[config.mk]
export PLATFORM = sky130hd
export DESIGN_NAME = integer_set_table_unit
export DESIGN_NICKNAME = d
export VERILOG_FILES = /design/src/rtl/core/ist_pkg.sv /design/src/rtl/core/integer_set_table_unit.sv
export VERILOG_INCLUDE_DIRS = /design/src /design/src/rtl/core
export SDC_FILE = /design/constraint.sdc
export NUM_CORES = 1
export LEC_CHECK = 0
export ABC_AREA = 1
export BUFFER_PORTS_ARGS = -buffer_cell sky130_fd_sc_hd__buf_2
export CAP_MARGIN = 20
export CORE_MARGIN = 4
export CORE_UTILIZATION = 65
export CTS_CLUSTER_DIAMETER = 100
export DETAILED_ROUTE_END_ITERATION = 7
export PLACE_DENSITY = 0.84
export SLEW_MARGIN = 20
export SYNTH_ARGS = -nofsm -noshare
export SYNTH_HDL_FRONTEND = slang
export SYNTH_SLANG_ARGS = --single-unit
[constraint.sdc]
create_clock -name clk_i -period 16 [get_ports clk_i]
set_input_delay 3.2 -clock clk_i [delete_from_list [all_inputs] [get_ports clk_i]]
set_output_delay 3.2 -clock clk_i [all_outputs]
set_load 0.01 [all_outputs]
[src/rtl/core/assert_macros.svh]
// assertion macros shared by the rtl
`ifndef ASSERT_MACROS_SVH
`define ASSERT_MACROS_SVH

// same-cycle implication, disabled during reset
`define ASSERT_IMPLIES(lbl, clk, rst_n, ante, cons) \
  lbl: assert property (@(posedge clk) disable iff (!(rst_n)) (ante) |-> (cons)) \
    else $error("assertion failed");

// next-cycle implication, disabled during reset
`define ASSERT_NEXT(lbl, clk, rst_n, ante, cons) \
  lbl: assert property (@(posedge clk) disable iff (!(rst_n)) (ante) |=> (cons)) \
    else $error("assertion failed");

`endif

[src/rtl/core/ist_pkg.sv]
// types and codes of the integer set table
package ist_pkg;

  localparam int unsigned ValueW = 32;
  localparam int unsigned CountW = 5;

  typedef enum logic [1:0] {
    OP_INSERT = 2'd0,
    OP_REMOVE = 2'd1,
    OP_QUERY  = 2'd2
  } op_e;

  typedef enum logic [1:0] {
    ST_IDLE,
    ST_SCAN,
    ST_FINISH
  } state_e;

  typedef struct packed {
    logic [1:0]               operation;
    logic signed [ValueW-1:0] value;
  } req_t;

  typedef struct packed {
    logic                     hit;
    logic                     full_reject;
    logic [CountW-1:0]        count;
    logic                     is_empty;
    logic signed [ValueW-1:0] min_value;
    logic signed [ValueW-1:0] max_value;
  } rsp_t;

endpackage

[src/rtl/core/integer_set_table_unit.sv]
// integer set table: compact entry memory with one search, shift and min/max pass
// a word is accepted only in the idle state; busy stays high through the scan and finish
//   states, so no new word is taken before the last one has passed FINISH
// the entry memory is walked once per word through its single read port; the result strobe
//   is registered from the FINISH state and the receiver cannot stall
// reset empties the set; entry memory contents are not cleared
module integer_set_table_unit #(
  parameter int unsigned CAPACITY = 16
) (
  input  logic          clk_i,
  input  logic          rst_ni,
  input  logic          start,
  output logic          busy,
  input  ist_pkg::req_t req_i,
  output logic          done_o,
  output ist_pkg::rsp_t rsp_o
);
  import ist_pkg::*;

  localparam int unsigned AW = (CAPACITY > 1) ? $clog2(CAPACITY) : 1;
  localparam int unsigned CW = $clog2(CAPACITY + 1);
  localparam logic [CW-1:0] CapCount = CW'(CAPACITY);

  state_e                   state_q, state_d;
  logic [CW-1:0]            ptr_q, ptr_d;
  logic [CW-1:0]            cnt_q, cnt_d;
  logic                     rvld_q, rvld_d;
  logic [AW-1:0]            ridx_q;
  logic                     found_q, found_d;
  logic                     have_q, have_d;
  logic signed [ValueW-1:0] min_q, min_d;
  logic signed [ValueW-1:0] max_q, max_d;
  logic [1:0]               op_q, op_d;
  logic signed [ValueW-1:0] val_q, val_d;
  rsp_t                     rsp_q, rsp_d;
  logic                     done_q, done_d;

  logic signed [ValueW-1:0] mem [CAPACITY];
  logic signed [ValueW-1:0] rdata_q;
  logic                     re;
  logic [AW-1:0]            raddr;
  logic                     we;
  logic [AW-1:0]            waddr;
  logic signed [ValueW-1:0] wdata;

  // entry memory, one write and one registered read port
  always_ff @(posedge clk_i) begin
    if (we) begin
      mem[waddr] <= wdata;
    end
    if (re) begin
      rdata_q <= mem[raddr];
    end
  end

  always_ff @(posedge clk_i or negedge rst_ni) begin
    if (!rst_ni) begin
      state_q <= ST_IDLE;
      ptr_q   <= '0;
      cnt_q   <= '0;
      rvld_q  <= 1'b0;
      found_q <= 1'b0;
      have_q  <= 1'b0;
      done_q  <= 1'b0;
    end else begin
      state_q <= state_d;
      ptr_q   <= ptr_d;
      cnt_q   <= cnt_d;
      rvld_q  <= rvld_d;
      found_q <= found_d;
      have_q  <= have_d;
      done_q  <= done_d;
    end
  end

  always_ff @(posedge clk_i) begin
    min_q <= min_d;
    max_q <= max_d;
    op_q  <= op_d;
    val_q <= val_d;
    rsp_q <= rsp_d;
    if (re) begin
      ridx_q <= raddr;
    end
  end

  always_comb begin
    logic                     hit;
    logic                     full;
    logic                     incl;
    logic [CW-1:0]            ncnt;
    logic signed [ValueW-1:0] lo;
    logic signed [ValueW-1:0] hi;

    state_d = state_q;
    ptr_d   = ptr_q;
    cnt_d   = cnt_q;
    rvld_d  = 1'b0;
    found_d = found_q;
    have_d  = have_q;
    min_d   = min_q;
    max_d   = max_q;
    op_d    = op_q;
    val_d   = val_q;
    rsp_d   = rsp_q;
    done_d  = 1'b0;
    re      = 1'b0;
    raddr   = ptr_q[AW-1:0];
    we      = 1'b0;
    waddr   = ridx_q - AW'(1);
    wdata   = rdata_q;
    hit     = 1'b0;
    full    = 1'b0;
    incl    = 1'b0;
    ncnt    = cnt_q;
    lo      = '0;
    hi      = '0;

    case (state_q)
      ST_IDLE: begin
        if (start) begin
          op_d    = req_i.operation;
          val_d   = req_i.value;
          ptr_d   = '0;
          found_d = 1'b0;
          have_d  = 1'b0;
          state_d = ST_SCAN;
        end
      end
      ST_SCAN: begin
        if (ptr_q < cnt_q) begin
          re     = 1'b1;
          ptr_d  = ptr_q + CW'(1);
          rvld_d = 1'b1;
        end
        if (rvld_q) begin
          if (rdata_q == val_q) begin
            found_d = 1'b1;
          end else begin
            have_d = 1'b1;
            if (!have_q || rdata_q < min_q) begin
              min_d = rdata_q;
            end
            if (!have_q || rdata_q > max_q) begin
              max_d = rdata_q;
            end
            // close the gap behind a removed entry
            if (found_q && op_q == OP_REMOVE) begin
              we = 1'b1;
            end
          end
        end
        if (ptr_q == cnt_q && !rvld_q) begin
          state_d = ST_FINISH;
        end
      end
      ST_FINISH: begin
        case (op_q)
          OP_INSERT: begin
            if (found_q) begin
              incl = 1'b1;
            end else if (cnt_q >= CapCount) begin
              full = 1'b1;
            end else begin
              hit   = 1'b1;
              incl  = 1'b1;
              ncnt  = cnt_q + CW'(1);
              we    = 1'b1;
              waddr = cnt_q[AW-1:0];
              wdata = val_q;
            end
          end
          OP_REMOVE: begin
            if (found_q) begin
              hit  = 1'b1;
              ncnt = cnt_q - CW'(1);
            end
          end
          OP_QUERY: begin
            hit  = found_q;
            incl = found_q;
          end
          default: begin
            incl = found_q;
          end
        endcase
        if (incl) begin
          lo = (have_q && min_q < val_q) ? min_q : val_q;
          hi = (have_q && max_q > val_q) ? max_q : val_q;
        end else if (have_q) begin
          lo = min_q;
          hi = max_q;
        end
        cnt_d             = ncnt;
        rsp_d.hit         = hit;
        rsp_d.full_reject = full;
        rsp_d.count       = CountW'(ncnt);
        rsp_d.is_empty    = (ncnt == '0);
        rsp_d.min_value   = lo;
        rsp_d.max_value   = hi;
        done_d            = 1'b1;
        state_d           = ST_IDLE;
      end
      default: begin
        state_d = ST_IDLE;
      end
    endcase
  end

  assign busy   = (state_q != ST_IDLE);
  assign done_o = done_q;
  assign rsp_o  = rsp_q;

`include "assert_macros.svh"

  `ASSERT_IMPLIES(a_cnt_bound, clk_i, rst_ni, 1'b1, cnt_q <= CapCount)
  `ASSERT_NEXT(a_accept_busy, clk_i, rst_ni, start && !busy, busy)
  `ASSERT_IMPLIES(a_done_idle, clk_i, rst_ni, done_o, !busy)
  `ASSERT_IMPLIES(a_hit_full, clk_i, rst_ni, done_o, !(rsp_o.hit && rsp_o.full_reject))
  `ASSERT_IMPLIES(a_shift_remove, clk_i, rst_ni, we && state_q == ST_SCAN, op_q == OP_REMOVE)

endmodule
After elaboration in Yosys (flattened, before gate mapping)
Memory sizes are Yosys's and may differ from the RTL's. A register that Yosys moved wholly into a read port is not among the register bits.
Cells that the tools add are included.
Widths: inputs -> output; s select.
{ "classes": {"addsub": 4, "n_lt_le_gt_ge": 6, "n_eq_ne": 12, "muxes": 50, "bitwise": 2, "reduce_logical": 21} }
{ "ops": {"columns": ["operator", "n"], "rows": [
  ["$mux 32", 10],
  ["$gt 32x32->1", 2],
  ["$lt 32x32->1", 2],
  ["$eq 32x32->1", 1],
  ["$mux 5", 6],
  ["$mux 1", 20],
  ["$pmux 5 s2", 2],
  ["$mux 4", 4],
  ["$reduce_and 4->1", 4],
  ["$ne 2x2->1 const B", 6],
  ["$add 5x1->5 const B", 2],
  ["$pmux 1 s2", 4],
  ["$eq 5x5->1", 1],
  ["$ge 5x5->1 const B", 1],
  ["$logic_not 5->1", 1],
  ["$lt 5x5->1", 1],
  ["$sub 5x1->5 const B", 1],
  ["$eq 2x1->1 const B", 2],
  ["$eq 2x2->1 const B", 2],
  ["$logic_and 1x1->1", 4],
  ["$logic_not 2->1", 2],
  ["$mux 2", 2],
  ["$pmux 2 s2", 1],
  ["$reduce_and 2->1", 2],
  ["8 further kinds", 12]
]} }
{ "word_totals": {"ff_bits": 190, "ram_bits": 512, "inputBits": 37, "out_inout_bits": 74, "word_cells": 114, "mem_count": 1} }
{ "mem_list": {"columns": ["memory", "words", "word_bits", "rd", "rd_clocked_by_memory_dff", "write_ports", "line", "text"], "rows": [
  ["mem", 16, 32, 1, 1, 1, "integer_set_table_unit.sv:38", "logic signed [ValueW-1:0] mem [CAPACITY];"]
]} }

Longest topological paths before layout
Gate-level depths: netlist of the first run.
{ "depth": {"ltp_word": 8, "depth_mapped": 18} }

Worst setup path after synthesis of the first run
OpenSTA, ideal clock, no wires.
{ "synth_timing": {"path_kind": "register to register", "start": "register state_q[0]", "end": "memory mem[10][0], enable pin", "arrival_ns": 5.390, "required_ns": 15.539, "setup_slack_ns": 10.149, "stages_incl_launch_ff": 7, "path_buffers": 0, "cell_sequence": "dfrtp_1 > inv_1 > ha_1 > nand2_2 > o21ai_0 > nand2_1 > nor3_1"} }
{ "synth_via": {"elab_chain_cells": 4, "elab_cells_between_ends": 6} }
{ "synth_rtl": {"columns": ["item", "line", "text"], "rows": [
  ["from (decl)", "integer_set_table_unit.sv:24", "state_e state_q, state_d;"],
  ["from (signal assigned)", "integer_set_table_unit.sv:66", "state_q <= state_d;"],
  ["$eq 2x2->1 or $eq 2x1->1 (tied branches)", "integer_set_table_unit.sv:119", "case (state_q)"],
  ["$pmux 1 s2", "integer_set_table_unit.sv:119", null],
  ["$mux 1", "integer_set_table_unit.sv:48", "if (we) begin"],
  ["$mux 1 (not written as such)", "integer_set_table_unit.sv:49", "mem[waddr] <= wdata;"],
  ["to (decl)", "integer_set_table_unit.sv:38", null]
]} }
Several ways; a longest one is shown, not always the timed one.

Final worst setup path of the first run
{ "layout_timing": {"start": "register state_q[0]", "end": "output port busy"} }
{ "layout_via": {"elab_chain_cells": 1} }
{ "layout_rtl": {"columns": ["item", "line", "text"], "rows": [
  ["$reduce_bool 2->1", "integer_set_table_unit.sv:210", "assign busy = (state_q != ST_IDLE);"],
  ["to (decl)", "integer_set_table_unit.sv:13", "output logic busy,"]
]} }
Every way passes these cells.

==> results of run 1 <==
[where the power goes]
group          internal [mW]  leakage, nW  switching, mW
clock                  0.970         1.11          0.697
combinational          0.656         5.75           1.62
sequential              2.60         6.71          0.202
[layer usage]
layer,share of wire,global-route usage,vias to the layer above
met4,0.045,0.1343,0
met3,0.12,0.05213,329
met2,0.48,0.4975,1660
met5,0,0,-
met1,0.36,0.4190,11260
li1,-,-,10360
[flip-flops by register name, summed over array words and instances (netlist names)]
name,count
cnt_q,5
min_q,32
state_q,2
op_q,2
ptr_q,5
found_q,1
rvld_q,1
have_q,1
mem,512
ridx_q,4
max_q,32
rsp_o,72
done_o,1
rdata_q,32
val_q,32
[worst min-delay path by stage]
stage / from / to / slack [ns] / cells past startpoint
2_1_floorplan: ptr_q[2] / ridx_q[2] / 0.47 / 0
3_3_place_gp: rdata_q[0] / max_q[0] / 0.55 / 0
3_5_place_dp: ptr_q[3] / ridx_q[3] / 0.56 / 0
4_1_cts: ptr_q[3] / ridx_q[3] / 0.58 / 0
5_1_grt: ptr_q[3] / ridx_q[3] / 0.61 / 0
6_report: ptr_q[3] / ridx_q[3] / 0.59 / 0
[synthesized netlist by cell type]
library cell,number,area share
dfrtp_1,16,0.012
nand2_1,449,0.052
a22oi_1,1,0.00023
a21oi_1,71,0.011
nand3b_1,1,0.00023
nor2_1,319,0.037
nand3_4,1,0.00054
or2_2,9,0.0017
o21a_1,3,0.00069
o211ai_1,14,0.0032
nor3_1,20,0.0031
nand3_2,1,0.00031
o21ai_0,320,0.049
nor4_1,4,0.00077
a21o_1,1,0.00023
clkbuf_1,106,0.012
nor4_2,1,0.00038
a211oi_1,1,0.00023
nor2_2,3,0.00057
nand2_2,2,0.00038
a41oi_1,1,0.00027
buf_4,3,0.00069
o22ai_1,76,0.015
and3_1,2,0.00038
edfxtp_1,718,0.66
nor3b_1,1,0.00023
buf_1,23,0.0026
o21ai_1,1,0.00015
ha_1,142,0.054
nand4_1,74,0.014
buf_2,15,0.0023
o221ai_1,54,0.014
a221oi_1,1,0.00027
nand3_1,156,0.024
xnor2_1,23,0.0062
inv_2,1,0.00011
a31oi_1,1,0.00019
inv_1,163,0.019
o21bai_1,3,0.00069
[logic make-up (layout without fill, tap and decap cells)]
family | after synthesis | in the layout | share of synthesized area
and+or+nand+nor | 1043 | 1043 | 0.1350
DFF | 734 | 734 | 0.6726
AOI/OAI and AO/OA | 548 | 548 | 0.09515
buffers and inverters | 311 | 471 | 0.03667
adders and majority gates | 142 | 142 | 0.05442
xor gates and xnor gates | 23 | 23 | 0.006170
[metrics by stage]
stage	worst slack [ns]	std cells	utilization	instance area [um2]
2_1_floorplan	10.15	2801	-	32650
3_3_place_gp	11.73	3499	0.6937	34170
3_5_place_dp	11.73	3499	0.6937	34170
4_1_cts	11.23	3623	0.7405	36470
5_1_grt	11.18	3625	0.7415	36520
6_report	11.25	3625	0.7415	36520
[area by class of cell]
class / instances / area (um2) / area share
Tap cell: 664 / 830.8 / 0.02275
Inverter: 164 / 620.6 / 0.01699
Clock inverter: 33 / 364.1 / 0.009969
Multi-Input combinational cell: 1756 / 9658 / 0.2644
Sequential cell: 734 / 21970 / 0.6015
Timing Repair Buffer: 183 / 1144 / 0.03131
Clock buffer: 91 / 1937 / 0.05303
==> flow_metrics.env, run 1 <==
export IMPL_setup_viol=0
export IMPL_fin_skew_ns=0.02764
export IMPL_worst_path_most_repeated_cell="inv_1"
export IMPL_reg2reg_slack_ns=12.09
export IMPL_fillers=2905
export IMPL_postCtsSetupRepairBufs=0
export IMPL_finalPower_mw=6.737
export IMPL_r2r_start="op_q[1]"
export IMPL_htreeDepth=3
export IMPL_synth_seq_area_share=0.6726
export IMPL_cts_hold_buf=0
export IMPL_hold_path_class="flip-flop to flip-flop"
export IMPL_reg2reg_depth=11
export IMPL_critical_path_startpoint_type="flip-flop"
export IMPL_wire_per_inst_um=22.92
export IMPL_p_leak_nw=13.57
export IMPL_cap_violations=0
export IMPL_ir_worst_vdd_mv=0.1424
export IMPL_r2r_end="mem[11][29]"
export IMPL_rsz0062_at_grt="no"
export IMPL_cts_root_buf="clkbuf_16"
export IMPL_numPortBuffers=110
export IMPL_numCtsBuffers=71
export IMPL_vias=23610
export IMPL_grt_pass1_vias=23060
export IMPL_cp_num_cells=4
export IMPL_dieHeight_um=232.1
export IMPL_place_gp_congestion=0.9317
export IMPL_final_common_cell="edfxtp_1"
export IMPL_diodes=0
export IMPL_grt_pass1_wl_um=128100
export IMPL_num_rows=81
export IMPL_crit_end="busy"
export IMPL_outcome="finished, final reports clean"
export IMPL_clk_latency_ns=0.61
export IMPL_required_ns=12.80
export IMPL_period_share=0.2970
export IMPL_initial_core_util=0.6629
export IMPL_final_setup_tns_ns=0
export IMPL_numClockSinks=734
export IMPL_syn_inst=2801
export IMPL_crit_arrival_ns=1.55
export IMPL_drtAntennaViolNets=0
export IMPL_core_region_area_um2=49250
export IMPL_path_delay_family="flip-flops"
export IMPL_end_kind="output pin"
export IMPL_layout_nets=3089
export IMPL_syn_cell_area_um2=32650
export IMPL_cts_resized=0
export IMPL_cp_slowest_stage_delay_ns=0.39
export IMPL_max_clock_freq_mhz=210.4
export IMPL_tritoncts="built"
export IMPL_overflow=0
export IMPL_synth_cell_types=39
export IMPL_period_minus_slack_ns=4.752
export IMPL_syn_area_per_cell_um2=11.66
export IMPL_drive_gt1_frac=0.1108
export IMPL_antenna_found_initial=0
export IMPL_syn_num_nets=2980
export IMPL_grt_usage=0.3079
export IMPL_mostFrequentLayoutCells="718 x edfxtp_1, 448 x nand2_1, 320 x o21ai_0"
export IMPL_relSlewSlack=0.3041
export IMPL_clk_pin_slew_ns=0.06
export IMPL_ys_warn_count=0
export IMPL_drv_slew=0
export IMPL_vias_per_cell=6.513
export IMPL_dp_hpwl_um=48710
export IMPL_path_cells="inv_1 > ha_1 > inv_1 > buf_2"
export IMPL_pwr_density_cell_nw_per_um2=184.5
export IMPL_area_growth_pct=11.86
export IMPL_cp_slowest_cell="dfrtp_1"
export IMPL_whs_ns=0.5890
export IMPL_timing_worst_setup_path_type="flip-flop to output pin"
export IMPL_io_pins=111
export IMPL_cp_max_fo=4
export IMPL_tightest_slew_ns=1.044
export IMPL_dieWidth_um=232.1
export IMPL_finalHoldViolations=0
export IMPL_wirelength_um=83080
export IMPL_cp_buffers_inverters=3
export IMPL_first_pass_iters=8
export IMPL_drt_iter0_markers=3536
export IMPL_fp_dieArea_um2=53880
export IMPL_ys_ff_latch=734
export IMPL_grt_max_degree=208
export IMPL_drc_errors=0
export IMPL_clock_path_buffers=3
export IMPL_worstSetupStartpoint="state_q[0]"
Note: power is estimated with default switching activity, not from simulation.
==> run 2: changes to the inputs <==
--- a/config.mk
+++ b/config.mk
@@ -6,14 +6,14 @@
 export SDC_FILE = /design/constraint.sdc
 export NUM_CORES = 1
 export LEC_CHECK = 0
-export ABC_AREA = 1
+export ABC_AREA = 0
 export BUFFER_PORTS_ARGS = -buffer_cell sky130_fd_sc_hd__buf_2
 export CAP_MARGIN = 20
 export CORE_MARGIN = 4
-export CORE_UTILIZATION = 65
+export CORE_UTILIZATION = 56
 export CTS_CLUSTER_DIAMETER = 100
 export DETAILED_ROUTE_END_ITERATION = 7
-export PLACE_DENSITY = 0.84
+export PLACE_DENSITY = 0.77
 export SLEW_MARGIN = 20
 export SYNTH_ARGS = -nofsm -noshare
 export SYNTH_HDL_FRONTEND = slang
==> constraint.sdc (replaced) <==
create_clock -name clk_i -period 4.2 [get_ports clk_i]
set_input_delay 0.84 -clock clk_i [delete_from_list [all_inputs] [get_ports clk_i]]
set_output_delay 0.84 -clock clk_i [all_outputs]
set_load 0.01 [all_outputs]
==> run 2 against run 1 <==
Net effect:
- clock skew increased by 0.0010 ns
- critical path depth increased by 6
- via count decreased by 26%
- final area decreased by 2.1%
- register-to-register slack got worse by 12 ns
- global-route usage decreased by 4.1 points
- largest power group unchanged
- highest routed layer unchanged
==> flow_metrics.env, run 2 <==
export IMPL_outcome="finished, final reports clean"
export IMPL_ys_warn_count=0
export IMPL_ys_top_cells_by_count="718 x edfxtp_1, 160 x mux4_2, 142 x ha_1, 120 x inv_1, 77 x nand2_1"
export IMPL_largest_register_ffs=512
export IMPL_synth_top_cells_by_area="edfxtp_1 69%, mux4_2 11%, ha_1 5.7%, a22o_1 1.8%, inv_1 1.4%"
export IMPL_syn_num_nets=1922
export IMPL_crit_arrival_ns=4.30
export IMPL_cp_buffers_inverters=2
export IMPL_diodes=0
export IMPL_tightest_slew_ns=1.115
export IMPL_vias=17470
export IMPL_overflow=0
export IMPL_final_setup_tns_ns=0
export IMPL_drive_gt1_frac=0.2386
export IMPL_wire_per_inst_um=28.81
export IMPL_required_ns=4.68
export IMPL_numCtsBuffers=75
export IMPL_cts_hold_buf=0
export IMPL_async_flop_share=0.02180
export IMPL_ys_flop_type="edfxtp_1"
export IMPL_cts_root_buf="clkbuf_16"
export IMPL_postCtsSetupRepairBufs=0
export IMPL_dp_slack_ns=0.4547
export IMPL_cp_max_fo=17
export IMPL_drc_errors=0
export IMPL_hold_path_class="primary input to asynchronous set/reset pin"
export IMPL_area_growth_pct=14.06
export IMPL_antenna_found_initial=2
export IMPL_timing_worst_setup_path_type="flip-flop to flip-flop"
export IMPL_wirelength_um=79020
export IMPL_final_common_cell="edfxtp_1"
export IMPL_cp_slowest_stage_delay_ns=0.86
export IMPL_layout_nets=2111
export IMPL_drv_slew=0
export IMPL_syn_cell_area_um2=31350
export IMPL_max_clock_freq_mhz=261.5
export IMPL_synth_largest_area_cell="edfxtp_1"
export IMPL_path_cells="inv_1 > ha_1 > a211oi_1 > o21ai_0 > a21o_1 > a21oi_1 > nand4b_1 > o21ai_2 > buf_4 > a22o_1"
export IMPL_drtAntennaViolNets=0
export IMPL_clk_pin_slew_ns=0.06
export IMPL_io_pins=111
export IMPL_relSlewSlack=0.2547
export IMPL_dieHeight_um=244.6
export IMPL_grt_usage=0.2669
export IMPL_num_rows=86
export IMPL_setup_ws_ns=0.3764
export IMPL_setup_viol=0
export IMPL_path_delay_family="compound AO/OA/AOI/OAI gates"
export IMPL_mostFrequentLayoutCells="718 x edfxtp_1, 160 x mux4_2, 141 x ha_1"
export IMPL_ys_ff_latch=734
export IMPL_fin_skew_ns=0.02866
export IMPL_dieWidth_um=244.6
export IMPL_clk_latency_ns=0.63
export IMPL_initial_core_util=0.5668
export IMPL_fillers=3676
export IMPL_period_share=0.9104
export IMPL_vias_per_cell=6.369
export IMPL_grt_pass1_vias=17650
export IMPL_cts_resized=0
export IMPL_finalHoldViolations=0
export IMPL_rsz0062_at_grt="no"
export IMPL_tritoncts="built"
export IMPL_pwr_density_cell_nw_per_um2=718.2
export IMPL_finalPower_mw=25.68
export IMPL_dp_hpwl_um=46580
export IMPL_cp_slowest_cell="o21ai_2"
export IMPL_end_kind="flip-flop"
export IMPL_cap_violations=0
export IMPL_period_minus_slack_ns=3.824
export IMPL_max_flop_register="mem"
export IMPL_syn_area_per_cell_um2=17.99
export IMPL_drt_iter0_markers=2126
export IMPL_first_pass_iters=7
export IMPL_yosysMostFrequentCell="edfxtp_1"
export IMPL_numClockSinks=734
export IMPL_core_region_area_um2=55310
export IMPL_syn_inst=1743
export IMPL_synth_seq_area_share=0.7005
export IMPL_numPortBuffers=110
export IMPL_grt_pass1_wl_um=117800
export IMPL_fp_dieArea_um2=59830
export IMPL_synth_edf_count=718
export IMPL_place_gp_congestion=0.9771
export IMPL_htreeDepth=3
export IMPL_synth_top_area_frac=0.6877
export IMPL_synth_cell_types=60
export IMPL_p_leak_nw=12.65
export IMPL_clock_path_buffers=3
export IMPL_grt_max_degree=133
export IMPL_critical_path_startpoint_type="flip-flop"
export IMPL_ir_worst_vdd_mv=0.5696
run 2: metrics by stage:
step | cells | utilization | instance area (um2) | hold WS [ns]
floorplan | 1743 | - | 31360 | 0.4512
global placement | 2601 | 0.6005 | 33210 | 0.5221
detailed placement | 2603 | 0.6015 | 33270 | 0.5414
CTS | 2743 | 0.6465 | 35760 | 0.1401
global route | 2743 | 0.6465 | 35760 | 0.1625
finish | 2743 | 0.6465 | 35760 | 0.1541
run 2: final cells by class:
class,count,area (um2),area share
clock buffers,90,1954,0.05466
clock inverters,50,535.5,0.01498
inverters,120,450.4,0.01260
multi-input cells,827,8802,0.2462
flip-flops and latches,734,21970,0.6144
well taps,748,935.9,0.02617
repair buffers,174,1109,0.03100
run 2: worst reg2reg max path, stage by stage, from the launching register on:
cell      delay (ns)
edfxtp_1        0.47
inv_1           0.17
ha_1            0.27
a211oi_1        0.40
o21ai_0         0.26
a21o_1          0.25
a21oi_1         0.28
nand4b_1        0.17
o21ai_2         0.86
buf_4           0.39
a22o_1          0.19
run 2: kinds of logic (layout without fill, tap and decap cells):
logic type               Yosys count  after routing  synth area share
flip-flops                       734            734            0.7005
AO/OA/AOI/OAI                    264            264           0.05831
AND/OR/NAND/NOR                  219            219           0.03400
buffers and inverters            182            434           0.02367
multiplexers                     164            164            0.1163
adder cells (fa/ha/maj)          142            142           0.05667
XOR/XNOR                          38             38           0.01062
run 2: layer usage:
| metal | routed length [um] | up-vias | track usage |
|---|---|---|---|
| met4 | 2524 | 0 | 0.08877 |
| li1 | - | 7400 | - |
| met5 | 0 | - | 0 |
| met3 | 6683 | 161 | 0.04217 |
| met2 | 39210 | 948 | 0.4397 |
| met1 | 30600 | 8962 | 0.3716 |
run 2: worst paths after layout:
check / startpoint / end / slack [ns] / depth (start not counted)
max: val_q[25] / rsp_o[3] / 0.38 / 10
min: rst_ni / state_q[1] / 0.15 / 1
max reg2reg: val_q[25] / rsp_o[3] / 0.38 / 10
min reg2reg: state_q[0] / state_q[0] / 0.55 / 1
max in group asynchronous: rst_ni / ptr_q[0] / 3.70 / 1
min in group clk_i: req_i[19] / val_q[19] / 0.40 / 1
run 2: power by group:
group	total (mW)	leakage [nW]	switching, mW	internal [mW]
registers	10.8	6.71	0.800	10.0
clock network	6.73	1.21	2.86	3.87
logic	8.11	4.74	4.92	3.19
total	25.7	12.7	8.57	17.1
